`src/hdl/lkv_pkg.sv`:
```
// shared constants, codes and types for the linear key/value table
`timescale 1ns / 1ps
package lkv_pkg;

   localparam int DEPTH_DEFAULT    = 16;
   localparam int KEY_BITS_DEFAULT = 32;
   localparam int QUEUE_DEPTH      = 2;

   localparam int REQ_TYPE_W    = 2;
   localparam int KEY_W         = 32;
   localparam int VALUE_W       = 32;
   localparam int STATUS_W      = 2;
   localparam int ENTRY_COUNT_W = 5;

   localparam logic [REQ_TYPE_W-1:0] REQ_LOOKUP = 2'd0;
   localparam logic [REQ_TYPE_W-1:0] REQ_INSERT = 2'd1;
   localparam logic [REQ_TYPE_W-1:0] REQ_REMOVE = 2'd2;

   localparam logic [STATUS_W-1:0] STATUS_OK   = 2'd0;
   localparam logic [STATUS_W-1:0] STATUS_MISS = 2'd1;
   localparam logic [STATUS_W-1:0] STATUS_FULL = 2'd2;

   // decoded operation; neither bit set means lookup
   typedef struct packed {
      logic is_insert;
      logic is_remove;
   } op_type;

   localparam int OP_W = $bits(op_type);

   typedef enum logic [4:0] {
      ST_IDLE       = 5'b00001,
      ST_SEARCH     = 5'b00010,
      ST_FETCH_LAST = 5'b00100,
      ST_DONE       = 5'b01000,
      ST_SPARE      = 5'b10000
   } back_state_type;

endpackage

```
`src/hdl/lkv_ram.sv`:
```
// generic single-write, single-read ram with registered read data
`timescale 1ns / 1ps
module lkv_ram #(
   parameter int WIDTH = 32,
   parameter int DEPTH = 16
) (
   input  logic                     clock,
   input  logic                     wr_en,
   input  logic [$clog2(DEPTH)-1:0] wr_addr,
   input  logic [WIDTH-1:0]         wr_data,
   input  logic [$clog2(DEPTH)-1:0] rd_addr,
   output logic [WIDTH-1:0]         rd_data
);

   logic [WIDTH-1:0] mem_ff [DEPTH];
   logic [WIDTH-1:0] rd_data_ff;

   always_ff @(posedge clock) begin
      if (wr_en) begin
         mem_ff[wr_addr] <= wr_data;
      end
      rd_data_ff <= mem_ff[rd_addr];
   end

   assign rd_data = rd_data_ff;

endmodule

```
`src/hdl/lkv_front.sv`:
```
// request intake: decodes the request code and trims the key
`timescale 1ns / 1ps
module lkv_front #(
   parameter int KEY_BITS = lkv_pkg::KEY_BITS_DEFAULT
) (
   input  logic                           req_valid,
   output logic                           req_ready,
   input  logic [lkv_pkg::REQ_TYPE_W-1:0] req_type,
   input  logic [lkv_pkg::KEY_W-1:0]      req_key,
   input  logic [lkv_pkg::VALUE_W-1:0]    req_value,
   input  logic                           q_full,
   output logic                           q_push,
   output lkv_pkg::op_type                q_op,
   output logic [KEY_BITS-1:0]            q_key,
   output logic [lkv_pkg::VALUE_W-1:0]    q_value
);

   assign req_ready = !q_full;
   assign q_push    = req_valid && !q_full;
   assign q_key     = KEY_BITS'(req_key);
   assign q_value   = req_value;

   // unused code 3 behaves as a lookup
   always_comb begin
      q_op = '0;
      unique case (req_type)
         lkv_pkg::REQ_INSERT: q_op.is_insert = 1'b1;
         lkv_pkg::REQ_REMOVE: q_op.is_remove = 1'b1;
         default: q_op = '0;
      endcase
   end

endmodule

```
`src/hdl/lkv_queue.sv`:
```
// short fifo between request intake and the search engine
`timescale 1ns / 1ps
module lkv_queue #(
   parameter int WIDTH = 66
) (
   input  logic             clock,
   input  logic             reset,
   input  logic             push,
   input  logic [WIDTH-1:0] push_data,
   output logic             full,
   input  logic             pop,
   output logic             not_empty,
   output logic [WIDTH-1:0] head_data
);

   localparam int PTR_W = $clog2(lkv_pkg::QUEUE_DEPTH);
   localparam int CNT_W = $clog2(lkv_pkg::QUEUE_DEPTH + 1);

   logic [WIDTH-1:0] slot_ff [lkv_pkg::QUEUE_DEPTH];
   logic [PTR_W-1:0] wr_ptr_ff, wr_ptr_in;
   logic [PTR_W-1:0] rd_ptr_ff, rd_ptr_in;
   logic [CNT_W-1:0] cnt_ff, cnt_in;
   logic             do_push, do_pop;

   assign full      = (cnt_ff == CNT_W'(lkv_pkg::QUEUE_DEPTH));
   assign not_empty = (cnt_ff != '0);
   assign head_data = slot_ff[rd_ptr_ff];
   assign do_push   = push && !full;
   assign do_pop    = pop && not_empty;

   always_comb begin
      wr_ptr_in = wr_ptr_ff;
      rd_ptr_in = rd_ptr_ff;
      cnt_in    = cnt_ff;
      if (do_push) begin
         wr_ptr_in = (wr_ptr_ff == PTR_W'(lkv_pkg::QUEUE_DEPTH - 1)) ? '0 : wr_ptr_ff + 1'b1;
      end
      if (do_pop) begin
         rd_ptr_in = (rd_ptr_ff == PTR_W'(lkv_pkg::QUEUE_DEPTH - 1)) ? '0 : rd_ptr_ff + 1'b1;
      end
      if (do_push && !do_pop) begin
         cnt_in = cnt_ff + 1'b1;
      end else if (do_pop && !do_push) begin
         cnt_in = cnt_ff - 1'b1;
      end
   end

   always_ff @(posedge clock) begin
      if (reset) begin
         wr_ptr_ff <= '0;
         rd_ptr_ff <= '0;
         cnt_ff    <= '0;
      end else begin
         wr_ptr_ff <= wr_ptr_in;
         rd_ptr_ff <= rd_ptr_in;
         cnt_ff    <= cnt_in;
      end
   end

   always_ff @(posedge clock) begin
      if (do_push) begin
         slot_ff[wr_ptr_ff] <= push_data;
      end
   end

endmodule

```
`src/hdl/lkv_back.sv`:
```
// search engine: scans the key store, updates the table, holds the response
`timescale 1ns / 1ps
module lkv_back #(
   parameter int DEPTH    = lkv_pkg::DEPTH_DEFAULT,
   parameter int KEY_BITS = lkv_pkg::KEY_BITS_DEFAULT
) (
   input  logic                              clock,
   input  logic                              reset,
   input  logic                              q_not_empty,
   output logic                              q_pop,
   input  lkv_pkg::op_type                   q_op,
   input  logic [KEY_BITS-1:0]               q_key,
   input  logic [lkv_pkg::VALUE_W-1:0]       q_value,
   output logic                              rsp_valid,
   input  logic                              rsp_ready,
   output logic [lkv_pkg::STATUS_W-1:0]      rsp_status,
   output logic [lkv_pkg::VALUE_W-1:0]       rsp_value_out,
   output logic [lkv_pkg::ENTRY_COUNT_W-1:0] rsp_entry_count,
   output logic                              rsp_is_empty
);

   localparam int ADDR_W = $clog2(DEPTH);
   localparam int CNT_W  = $clog2(DEPTH + 1);

   lkv_pkg::back_state_type state_ff, state_in;

   logic [ADDR_W-1:0]           idx_ff, idx_in;
   logic [ADDR_W-1:0]           pos_ff, pos_in;
   logic [CNT_W-1:0]            count_ff, count_in;
   lkv_pkg::op_type             op_ff, op_in;
   logic [KEY_BITS-1:0]         key_ff, key_in;
   logic [lkv_pkg::VALUE_W-1:0] value_ff, value_in;
   logic                        hit_ff, hit_in;
   logic [lkv_pkg::VALUE_W-1:0] found_ff, found_in;
   logic [KEY_BITS-1:0]         last_key_ff, last_key_in;
   logic [lkv_pkg::VALUE_W-1:0] last_val_ff, last_val_in;

   logic                        rsp_valid_ff, rsp_valid_in;
   logic [lkv_pkg::STATUS_W-1:0] status_ff, status_in;
   logic [lkv_pkg::VALUE_W-1:0] vout_ff, vout_in;
   logic                        load_rsp;

   logic [ADDR_W-1:0]           rd_addr;
   logic [KEY_BITS-1:0]         key_rd;
   logic [lkv_pkg::VALUE_W-1:0] val_rd;
   logic                        wr_en;
   logic [ADDR_W-1:0]           wr_addr;
   logic [KEY_BITS-1:0]         wr_key;
   logic [lkv_pkg::VALUE_W-1:0] wr_val;

   logic [ADDR_W-1:0]           last_addr;
   logic                        out_free;
   logic                        is_full;
   logic                        match;

   assign last_addr = ADDR_W'(count_ff - 1'b1);
   assign out_free  = !rsp_valid_ff || rsp_ready;
   assign is_full   = (count_ff == CNT_W'(DEPTH));
   assign match     = (key_rd == key_ff);
   assign q_pop     = (state_ff == lkv_pkg::ST_IDLE) && q_not_empty;

   lkv_ram #(.WIDTH(KEY_BITS), .DEPTH(DEPTH)) u_key_ram (
      .clock   (clock),
      .wr_en   (wr_en),
      .wr_addr (wr_addr),
      .wr_data (wr_key),
      .rd_addr (rd_addr),
      .rd_data (key_rd)
   );

   lkv_ram #(.WIDTH(lkv_pkg::VALUE_W), .DEPTH(DEPTH)) u_value_ram (
      .clock   (clock),
      .wr_en   (wr_en),
      .wr_addr (wr_addr),
      .wr_data (wr_val),
      .rd_addr (rd_addr),
      .rd_data (val_rd)
   );

   always_comb begin
      state_in    = state_ff;
      idx_in      = idx_ff;
      pos_in      = pos_ff;
      count_in    = count_ff;
      op_in       = op_ff;
      key_in      = key_ff;
      value_in    = value_ff;
      hit_in      = hit_ff;
      found_in    = found_ff;
      last_key_in = last_key_ff;
      last_val_in = last_val_ff;
      status_in   = status_ff;
      vout_in     = vout_ff;
      load_rsp    = 1'b0;
      rd_addr     = '0;
      wr_en       = 1'b0;
      wr_addr     = ADDR_W'(count_ff);
      wr_key      = key_ff;
      wr_val      = value_ff;

      unique case (state_ff)
         lkv_pkg::ST_IDLE: begin
            if (q_not_empty) begin
               op_in    = q_op;
               key_in   = q_key;
               value_in = q_value;
               hit_in   = 1'b0;
               idx_in   = '0;
               // empty table: nothing to scan
               state_in = (count_ff == '0) ? lkv_pkg::ST_DONE : lkv_pkg::ST_SEARCH;
            end
         end
         lkv_pkg::ST_SEARCH: begin
            // read data here belongs to entry idx_ff
            if (match) begin
               hit_in   = 1'b1;
               pos_in   = idx_ff;
               found_in = val_rd;
               if (op_ff.is_remove) begin
                  rd_addr  = last_addr;
                  state_in = lkv_pkg::ST_FETCH_LAST;
               end else begin
                  state_in = lkv_pkg::ST_DONE;
               end
            end else if (idx_ff == last_addr) begin
               state_in = lkv_pkg::ST_DONE;
            end else begin
               rd_addr  = idx_ff + 1'b1;
               idx_in   = idx_ff + 1'b1;
            end
         end
         lkv_pkg::ST_FETCH_LAST: begin
            last_key_in = key_rd;
            last_val_in = val_rd;
            state_in    = lkv_pkg::ST_DONE;
         end
         lkv_pkg::ST_DONE: begin
            if (out_free) begin
               load_rsp  = 1'b1;
               state_in  = lkv_pkg::ST_IDLE;
               status_in = lkv_pkg::STATUS_OK;
               vout_in   = '0;
               if (op_ff.is_insert) begin
                  if (hit_ff) begin
                     status_in = lkv_pkg::STATUS_MISS;
                  end else if (is_full) begin
                     status_in = lkv_pkg::STATUS_FULL;
                  end else begin
                     wr_en    = 1'b1;
                     count_in = count_ff + 1'b1;
                  end
               end else if (op_ff.is_remove) begin
                  if (hit_ff) begin
                     // last entry fills the freed slot
                     vout_in  = found_ff;
                     wr_en    = 1'b1;
                     wr_addr  = pos_ff;
                     wr_key   = last_key_ff;
                     wr_val   = last_val_ff;
                     count_in = count_ff - 1'b1;
                  end else begin
                     status_in = lkv_pkg::STATUS_MISS;
                  end
               end else begin
                  if (hit_ff) begin
                     vout_in = found_ff;
                  end else begin
                     status_in = lkv_pkg::STATUS_MISS;
                  end
               end
            end
         end
         default: begin
            state_in = lkv_pkg::ST_IDLE;
         end
      endcase

      if (load_rsp) begin
         rsp_valid_in = 1'b1;
      end else if (rsp_ready) begin
         rsp_valid_in = 1'b0;
      end else begin
         rsp_valid_in = rsp_valid_ff;
      end
   end

   always_ff @(posedge clock) begin
      if (reset) begin
         state_ff     <= lkv_pkg::ST_IDLE;
         count_ff     <= '0;
         rsp_valid_ff <= 1'b0;
         hit_ff       <= 1'b0;
      end else begin
         state_ff     <= state_in;
         count_ff     <= count_in;
         rsp_valid_ff <= rsp_valid_in;
         hit_ff       <= hit_in;
      end
   end

   always_ff @(posedge clock) begin
      idx_ff      <= idx_in;
      pos_ff      <= pos_in;
      op_ff       <= op_in;
      key_ff      <= key_in;
      value_ff    <= value_in;
      found_ff    <= found_in;
      last_key_ff <= last_key_in;
      last_val_ff <= last_val_in;
      status_ff   <= status_in;
      vout_ff     <= vout_in;
   end

   assign rsp_valid       = rsp_valid_ff;
   assign rsp_status      = status_ff;
   assign rsp_value_out   = vout_ff;
   assign rsp_entry_count = lkv_pkg::ENTRY_COUNT_W'(count_ff);
   assign rsp_is_empty    = (count_ff == '0);

   a_count_bound: assert property (@(posedge clock) disable iff (reset)
      count_ff <= CNT_W'(DEPTH))
      else $error("entry count above capacity");

   a_scan_in_range: assert property (@(posedge clock) disable iff (reset)
      (state_ff == lkv_pkg::ST_SEARCH) |-> (CNT_W'(idx_ff) < count_ff))
      else $error("scan index past the filled entries");

   a_hold_rsp: assert property (@(posedge clock) disable iff (reset)
      (state_ff == lkv_pkg::ST_DONE && !out_free) |=> (state_ff == lkv_pkg::ST_DONE))
      else $error("response finished while output still held");

   a_insert_count: assert property (@(posedge clock) disable iff (reset)
      (load_rsp && op_ff.is_insert && status_in == lkv_pkg::STATUS_OK)
      |=> (count_ff == $past(count_ff) + 1'b1))
      else $error("insert did not grow the table");

   a_remove_count: assert property (@(posedge clock) disable iff (reset)
      (load_rsp && op_ff.is_remove && status_in == lkv_pkg::STATUS_OK)
      |=> (count_ff == $past(count_ff) - 1'b1))
      else $error("remove did not shrink the table");

endmodule

```
`src/hdl/linear_key_value_table_core.sv`:
```
// linear key/value table: request intake, queue and search engine
// a request passes through the intake queue, then the engine scans the stored keys, one per cycle;
// a remove that hits also fetches the last entry before the response is registered
// the engine takes a new request only after the response of the last one is loaded; the intake
// queue holds two requests meanwhile
// reset: synchronous, empties the table and queue; stores need no clearing pass
`timescale 1ns / 1ps
module linear_key_value_table_core #(
   parameter int DEPTH    = lkv_pkg::DEPTH_DEFAULT,
   parameter int KEY_BITS = lkv_pkg::KEY_BITS_DEFAULT
) (
   input  logic                              clock,
   input  logic                              reset,
   input  logic                              req_valid,
   output logic                              req_ready,
   input  logic [lkv_pkg::REQ_TYPE_W-1:0]    req_type,
   input  logic [lkv_pkg::KEY_W-1:0]         req_key,
   input  logic [lkv_pkg::VALUE_W-1:0]       req_value,
   output logic                              rsp_valid,
   input  logic                              rsp_ready,
   output logic [lkv_pkg::STATUS_W-1:0]      rsp_status,
   output logic [lkv_pkg::VALUE_W-1:0]       rsp_value_out,
   output logic [lkv_pkg::ENTRY_COUNT_W-1:0] rsp_entry_count,
   output logic                              rsp_is_empty
);

   localparam int Q_W = lkv_pkg::OP_W + KEY_BITS + lkv_pkg::VALUE_W;

   logic                        q_full, q_push, q_pop, q_not_empty;
   lkv_pkg::op_type             in_op, head_op;
   logic [KEY_BITS-1:0]         in_key, head_key;
   logic [lkv_pkg::VALUE_W-1:0] in_value, head_value;
   logic [Q_W-1:0]              head_data;

   lkv_front #(.KEY_BITS(KEY_BITS)) u_front (
      .req_valid (req_valid),
      .req_ready (req_ready),
      .req_type  (req_type),
      .req_key   (req_key),
      .req_value (req_value),
      .q_full    (q_full),
      .q_push    (q_push),
      .q_op      (in_op),
      .q_key     (in_key),
      .q_value   (in_value)
   );

   lkv_queue #(.WIDTH(Q_W)) u_queue (
      .clock     (clock),
      .reset     (reset),
      .push      (q_push),
      .push_data ({in_op, in_key, in_value}),
      .full      (q_full),
      .pop       (q_pop),
      .not_empty (q_not_empty),
      .head_data (head_data)
   );

   assign head_op    = lkv_pkg::op_type'(head_data[Q_W-1 -: lkv_pkg::OP_W]);
   assign head_key   = head_data[lkv_pkg::VALUE_W +: KEY_BITS];
   assign head_value = head_data[lkv_pkg::VALUE_W-1:0];

   lkv_back #(.DEPTH(DEPTH), .KEY_BITS(KEY_BITS)) u_back (
      .clock           (clock),
      .reset           (reset),
      .q_not_empty     (q_not_empty),
      .q_pop           (q_pop),
      .q_op            (head_op),
      .q_key           (head_key),
      .q_value         (head_value),
      .rsp_valid       (rsp_valid),
      .rsp_ready       (rsp_ready),
      .rsp_status      (rsp_status),
      .rsp_value_out   (rsp_value_out),
      .rsp_entry_count (rsp_entry_count),
      .rsp_is_empty    (rsp_is_empty)
   );

endmodule

```
`config.mk`:
```
export PLATFORM = sky130hd
export DESIGN_NAME = linear_key_value_table_core
export DESIGN_NICKNAME = d
export VERILOG_FILES = /design/src/hdl/lkv_pkg.sv /design/src/hdl/lkv_ram.sv /design/src/hdl/lkv_front.sv /design/src/hdl/lkv_queue.sv /design/src/hdl/lkv_back.sv /design/src/hdl/linear_key_value_table_core.sv
export SDC_FILE = /design/constraint.sdc
export NUM_CORES = 2
export LEC_CHECK = 0
export BUFFER_PORTS_ARGS = -buffer_cell sky130_fd_sc_hd__buf_4
export CORE_ASPECT_RATIO = 1.4
export CORE_MARGIN = 2
export CORE_UTILIZATION = 56
export DETAILED_ROUTE_END_ITERATION = 16
export GPL_TIMING_DRIVEN = 0
export HOLD_SLACK_MARGIN = 0.08
export PLACE_DENSITY_LB_ADDON = 0.25
export SLEW_MARGIN = 20
export SYNTH_ARGS = -nofsm -noshare
export SYNTH_HDL_FRONTEND = slang
export SYNTH_SLANG_ARGS = --single-unit
```
`constraint.sdc`:
```
create_clock -name clock -period 7.9 [get_ports clock]
set_input_delay 0.79 -clock clock [delete_from_list [all_inputs] [get_ports clock]]
set_output_delay 0.79 -clock clock [all_outputs]
set_load 0.01 [all_outputs]
```
# After elaboration in Yosys (flattened, before gate mapping)
# Memories as Yosys holds them, arrays and structs flattened. A register that Yosys moved wholly into a read port is not among the register bits.
# Index checks and enable logic that the tools add are counted.
[totals]
regBits = 154
rom_bits = 0
mem_count = 3
latch_bits = 0
output_inout_bits = 42
ram_bits = 1156
[memory_table]
columns = ["memory", "words", "word_bits", "rd", "rd_clocked_by_memory_dff", "write_ports", "line_no", "rtl"]
rows = [
  ["u_back.u_key_ram.mem_ff", 16, 32, 1, 1, 1, "lkv_ram.sv:15", "logic [WIDTH-1:0] mem_ff [DEPTH];"],
  ["u_back.u_value_ram.mem_ff", 16, 32, 1, 1, 1, "lkv_ram.sv:15", ""],
  ["u_queue.slot_ff", 2, 66, 1, 1, 1, "lkv_queue.sv:19", "logic [WIDTH-1:0] slot_ff [lkv_pkg::QUEUE_DEPTH];"],
]
[classes]
n_bitwise = 1
mux = 63
mul = 0
n_addsub = 7
div = 0
reduce_logical = 26
order_cmp = 0
n_shift = 0
n_eq_ne = 18
[ops]
columns = ["cell", "count"]
rows = [
  ["32-bit 2-to-1 mux", 10],
  ["4-bit 2-to-1 mux", 14],
  ["5-bit 2-to-1 mux", 9],
  ["32-bit equality test", 1],
  ["1-bit 2-to-1 mux", 22],
  ["5-bit case mux with 4 select lines", 1],
  ["2-bit nonzero test", 6],
  ["2-bit 2-to-1 mux", 5],
  ["2-bit inequality test, second input constant", 4],
  ["4-bit case mux with 2 select lines", 1],
  ["1-bit logical AND", 6],
  ["2-bit by 1-bit inequality test with 1-bit output, second input constant", 3],
  ["2-bit AND reduction", 3],
  ["3-bit AND reduction", 2],
  ["6-bit AND reduction", 1],
  ["5-bit by 1-bit adder with 5-bit output, second input constant", 1],
  ["5-bit by 1-bit equality test with 1-bit output, second input constant", 1],
  ["5-bit by 2-bit equality test with 1-bit output, second input constant", 1],
  ["5-bit by 3-bit equality test with 1-bit output, second input constant", 1],
  ["5-bit by 4-bit equality test with 1-bit output, second input constant", 1],
  ["5-bit equality test, second input constant", 1],
  ["5-bit logical NOT", 1],
  ["5-bit by 1-bit subtractor with 5-bit output, second input constant", 1],
  ["4-bit by 1-bit adder with 4-bit output, second input constant", 1],
  ["13 further kinds", 18],
]

# Depth between registers and ports, before layout
[logic_depth]
depth_word = 8
depth_mapped = 13

# Hierarchy
# Synthesis repeated with hierarchy kept, for this count alone.
[unflattened]
cells_unflattened = 2460
area_unflattened_um2 = 53730.3
[by_module_without_submodules]
columns = ["mod", "instances", "cells_each", "area_each_um2", "seq_area_each_um2"]
rows = [
  ["lkv_ram", 2, 838, 19835.3, 16015.4],
  ["lkv_back", 1, 486, 8564.5, 6346.1],
  ["lkv_queue", 1, 230, 4989.8, 4063.9],
  ["lkv_front", 1, 68, 505.5, 0.0],
]

# Least setup slack after synthesis
# Ideal clock, no wire load.
[synth_timing]
path_kind = "register -> register"
from = "reg u_back.state_ff[2]"
to = "reg u_back.last_key_ff[0] (enable)"
required_time_ns = 7.230
period_less_slack_ns = 7.800
setup_time_ns = 0.670
path_stages_with_launch = 2
t_arrival_ns = 7.130
setup_slack_ns = 0.100
path_cell_list = "dfxtp_1 > nor4b_1"
[synth_via]
elab_chain_cells = 1
[synth_rtl]
columns = ["element", "line_no", "rtl"]
rows = [
  ["start: declaration", "lkv_back.sv:25", "lkv_pkg::back_state_type state_ff, state_in;"],
  ["start signal: assignment", "lkv_back.sv:189", "state_ff <= lkv_pkg::ST_IDLE;"],
  ["start signal: assignment", "lkv_back.sv:194", "state_ff <= state_in;"],
  ["5-bit by 3-bit equality test with 1-bit output", "lkv_back.sv:101", "unique case (state_ff)"],
  ["end signal: assignment", "lkv_back.sv:208", "last_key_ff <= last_key_in;"],
  ["end: declaration", "lkv_back.sv:35", "logic [KEY_BITS-1:0] last_key_ff, last_key_in;"],
]
# Every way passes these cells.
# A chain may end at the register's enable or synchronous reset.

# Worst setup path after layout
[layout_timing]
from = "reg u_back.key_ff[26]"
to = "reg u_back.u_value_ram.rd_data_ff[13], in the netlist u_back.u_value_ram.rd_data[13], read port of u_back.u_value_ram.mem_ff"
[layout_via]
elab_chain_cells = 3
[layout_rtl]
columns = ["element", "line_no", "rtl"]
rows = [
  ["start: declaration", "lkv_back.sv:31", "logic [KEY_BITS-1:0] key_ff, key_in;"],
  ["start signal: assignment", "lkv_back.sv:205", "key_ff <= key_in;"],
  ["32-bit equality test", "lkv_back.sv:59", "assign match = (key_rd == key_ff);"],
  ["4-bit 2-to-1 mux", "lkv_back.sv:115", "if (match) begin"],
  ["4-bit 2-to-1 mux", "lkv_back.sv:101", ""],
  ["end: declaration", "lkv_ram.sv:16", "logic [WIDTH-1:0] rd_data_ff;"],
]
# Every way passes these cells.

==> flow_metrics.env <==
export IMPL_drive_gt1_share_pct=16.4
export IMPL_p_int_mw=13.6
export IMPL_die_y_um=374
export IMPL_drt_pre_antenna_iters=6
export IMPL_cts_hold_buf=0
export IMPL_clkSinkCount=1439
export IMPL_synth_enable_flop_cells=1360
export IMPL_clockRootBuffer="clkbuf_16"
export IMPL_crit_path_start_kind="flip-flop"
export IMPL_final_hold_violating_endpoints=0
export IMPL_tritoncts="done"
export IMPL_worst_pin_slew_ns=1.25
export IMPL_grt_start_max_net_pins=43
export IMPL_area_delta_synth_final_pct=15.6
export IMPL_dr_iter_0_viols=4921
export IMPL_htree_num_levels=4
export IMPL_rows=135
export IMPL_power_per_cell_area_mw_per_mm2=282
export IMPL_netlist_instances=3427
export IMPL_yosys_top_cells_area="edfxtp_1 (74%), nand3_1 (4.6%), mux2_2 (3.0%)"
export IMPL_globalRouteTotalUtil_pct=31.2
export IMPL_global_route_overflow_total=0
export IMPL_place_gp_congestion=0.879
export IMPL_finalNetCount=3830
export IMPL_cap_viol_max_count=0
export IMPL_ctsResizeCount=0
export IMPL_synth_commonest_cells="edfxtp_1 (1360), nand3_1 (508), o21ai_0 (266)"
export IMPL_p_comb_share_pct=10.2
export IMPL_vias=33600
export IMPL_cp_end_kind="flip-flop"
export IMPL_cts_repair_timing_setup_buffer_count=0
export IMPL_final_period_minus_worst_setup_slack_ns=5.73
export IMPL_synthesis_yosys_warnings=0
export IMPL_yosys_most_used_dff="edfxtp_1"
export IMPL_cts_buffers_inserted=132
export IMPL_syn_mean_instance_area_um2=16.0
export IMPL_hold_class="in2reg"
export IMPL_worst_slack_ns=2.17
export IMPL_register_clock_pin_slew_on_the_reported_worst_setup_and_hold_paths_ns=0.06
export IMPL_netlist_top_cell_by_area="edfxtp_1"
export IMPL_place_hpwl_um=104000
export IMPL_setup_repair_after_global_routing_missed_its_margin="no"
export IMPL_sw_frac_of_total_pct=24.0
export IMPL_yosys_cell_types_count=58
export IMPL_postSynthRegisterBits=1439
export IMPL_leakagePower_nw=21.8
export IMPL_path_max_fanout=10
export IMPL_die_extent_in_x_um=268
export IMPL_synth_yosys_seq_area_share_pct=77.4
export IMPL_buffer_ports_inserted=111
export IMPL_p_switching_mw=4.29
export IMPL_cts_max_path_buffers=3
export IMPL_core_area_mm2=0.0970
export IMPL_detail_route_wl_per_cell_um=30.2
export IMPL_worst_ep_required_time_ns=8.47
export IMPL_cp_arrival_ns=6.31
export IMPL_grt_pass1_vias=32600
export IMPL_final_max_slew_viol_count=0
export IMPL_syn_num_nets=3504
export IMPL_synth_async_sr_flop_share_pct=0
export IMPL_floorplan_die_area_mm2=0.100
export IMPL_start_util_pct=56.6
export IMPL_clk_latency_worst_skew_pair_ns=0.78
export IMPL_initial_antenna_violation_count=2
export IMPL_yosysMostFrequentCell="edfxtp_1"
export IMPL_achievable_frequency_mhz=174
export IMPL_worst_slew_margin_rel_pct=16.7
export IMPL_synthDominantCellAreaShare_pct=74.5
export IMPL_detail_route_wirelength_um=156000
export IMPL_critPathKind="reg2reg"
export IMPL_fin_crit_sh_pct=72.6
export IMPL_run_status="completed"
export IMPL_pre_cts_ws_ns=2.44
export IMPL_report_final_setup_viol=0
export IMPL_power_clock_fraction_pct=35.7
export IMPL_remaining_routing_drc_violations=0
export IMPL_vdd_ir_drop_max_v=0.000341
export IMPL_synth_area_mm2=0.0548
export IMPL_route_detailed_vias_per_inst=6.51
export IMPL_whs_ns=0.209
export IMPL_number_of_nets_with_antenna_violations_after_routing=0
export IMPL_pin_count=112
export IMPL_pwr_share_seq_pct=54.0
export IMPL_grt_first_pass_wirelength_um=221000
export IMPL_timing_clock_skew_ns=0.0407
==> worst max-delay path: stages, from the launching register on <==
cell       delay [ns]
edfxtp_1         0.44
xor2_1           0.30
nor4_1           0.88
nand4_1          0.68
o21ai_1          0.64
clkbuf_1         0.94
clkbuf_1         0.52
nand3_1          0.15
nand3_1          0.12
o2111ai_1        0.16
a211oi_1         0.69
==> stage by stage <==
step / cells / util, % / total power, mW / cell area, um^2 / TNS (ns)
final: 5160 / 65.4 / 17.9 / 63400 / 0
after global routing: 5159 / 65.4 / 18.3 / 63400 / 0
after CTS: 5158 / 65.4 / 17.9 / 63400 / 0
after detailed placement: 4919 / 61.0 / 11.6 / 59100 / 0
after global placement: 4839 / 59.1 / 11.5 / 57300 / -1746.60
after floorplan: 3427 / - / 10.7 / 54800 / 0
==> routing by layer <==
metal | vias to the layer above | track usage (%) | wire length (um)
li1 | 14100 | - | -
met1 | 16700 | 38.4 | 54600
met2 | 2289 | 49.8 | 74600
met3 | 511 | 7.92 | 16400
met4 | 0 | 18.7 | 10500
met5 | - | 0 | 0
==> state kept, by name (all words and copies together) (netlist names) <==
register / cells
u_back.found_ff: 32
u_back.hit_ff: 1
u_back.idx_ff: 4
u_back.key_ff: 32
u_back.last_key_ff: 32
u_back.last_val_ff: 32
u_back.op_ff: 2
u_back.pos_ff: 4
u_back.rsp_entry_count: 5
u_back.rsp_status: 2
u_back.rsp_valid: 1
u_back.rsp_value_out: 32
u_back.state_ff: 4
u_back.u_key_ram.mem_ff: 512
u_back.u_key_ram.rd_data: 32
u_back.u_value_ram.mem_ff: 512
u_back.u_value_ram.rd_data: 32
u_back.value_ff: 32
u_queue.cnt_ff: 2
u_queue.rd_ptr_ff: 1
u_queue.slot_ff: 132
u_queue.wr_ptr_ff: 1
==> layout make-up <==
class / instances / area, um^2
antenna: 1 / 2.50
multi-input combinational: 1733 / 11500
inverter: 27 / 106
buffer: 228 / 973
fill: 6632 / 33600
timing repair buffer: 192 / 2480
clock buffer: 181 / 3690
tap: 1301 / 1630
sequential: 1439 / 42400
clock inverter: 58 / 592
==> power groups by stage <==
stage / clock network (mW) / registers (mW) / logic, mW
3_3_place_gp: 0 / 9.84 / 1.69
2_1_floorplan: 0 / 9.70 / 0.977
5_1_grt: 6.69 / 9.67 / 1.94
6_report: 6.39 / 9.65 / 1.83
3_5_place_dp: 0 / 9.80 / 1.81
4_1_cts: 6.41 / 9.64 / 1.82
==> path summary, 6_finish.rpt <==
path,slack (ns),to,cells past startpoint,start
max,2.17,u_back.u_value_ram.rd_data[13]$_DFF_P_,10,u_back.key_ff[26]$_DFFE_PP_
min,0.21,u_queue.slot_ff[0][52]$_DFFE_PP_,1,req_key[20]
max reg2reg,2.17,u_back.u_value_ram.rd_data[13]$_DFF_P_,10,u_back.key_ff[26]$_DFFE_PP_
min reg2reg,0.42,u_back.found_ff[9]$_DFFE_PP_,0,u_back.u_value_ram.rd_data[9]$_DFF_P_
==> placed cells by master (no fill, tap or decap), drive strengths merged, types with 33 or more instances in the layout <==
master     n
clkinv    39
mux2     145
buf      268
clkbuf   333
nor2      46
mux2i    144
xor2      40
a32o      72
edfxtp  1360
nor3      61
nand2    169
o21ai    269
and2      33
nand3    508
dfxtp     79
nand4     53
==> cells by family (layout without fill, tap and decap cells) <==
group | Yosys count | in the layout | synth area share [%]
fa+ha+maj | 7 | 7 | 0.160
mux | 289 | 289 | 5.61
buf+inv | 255 | 686 | 1.94
xor+xnor | 49 | 49 | 0.835
compound gates | 468 | 468 | 5.72
simple gates | 920 | 920 | 8.38
flops | 1439 | 1439 | 77.4
other cells | 0 | 1 | 0
Note: power is estimated with default switching activity, not from simulation.
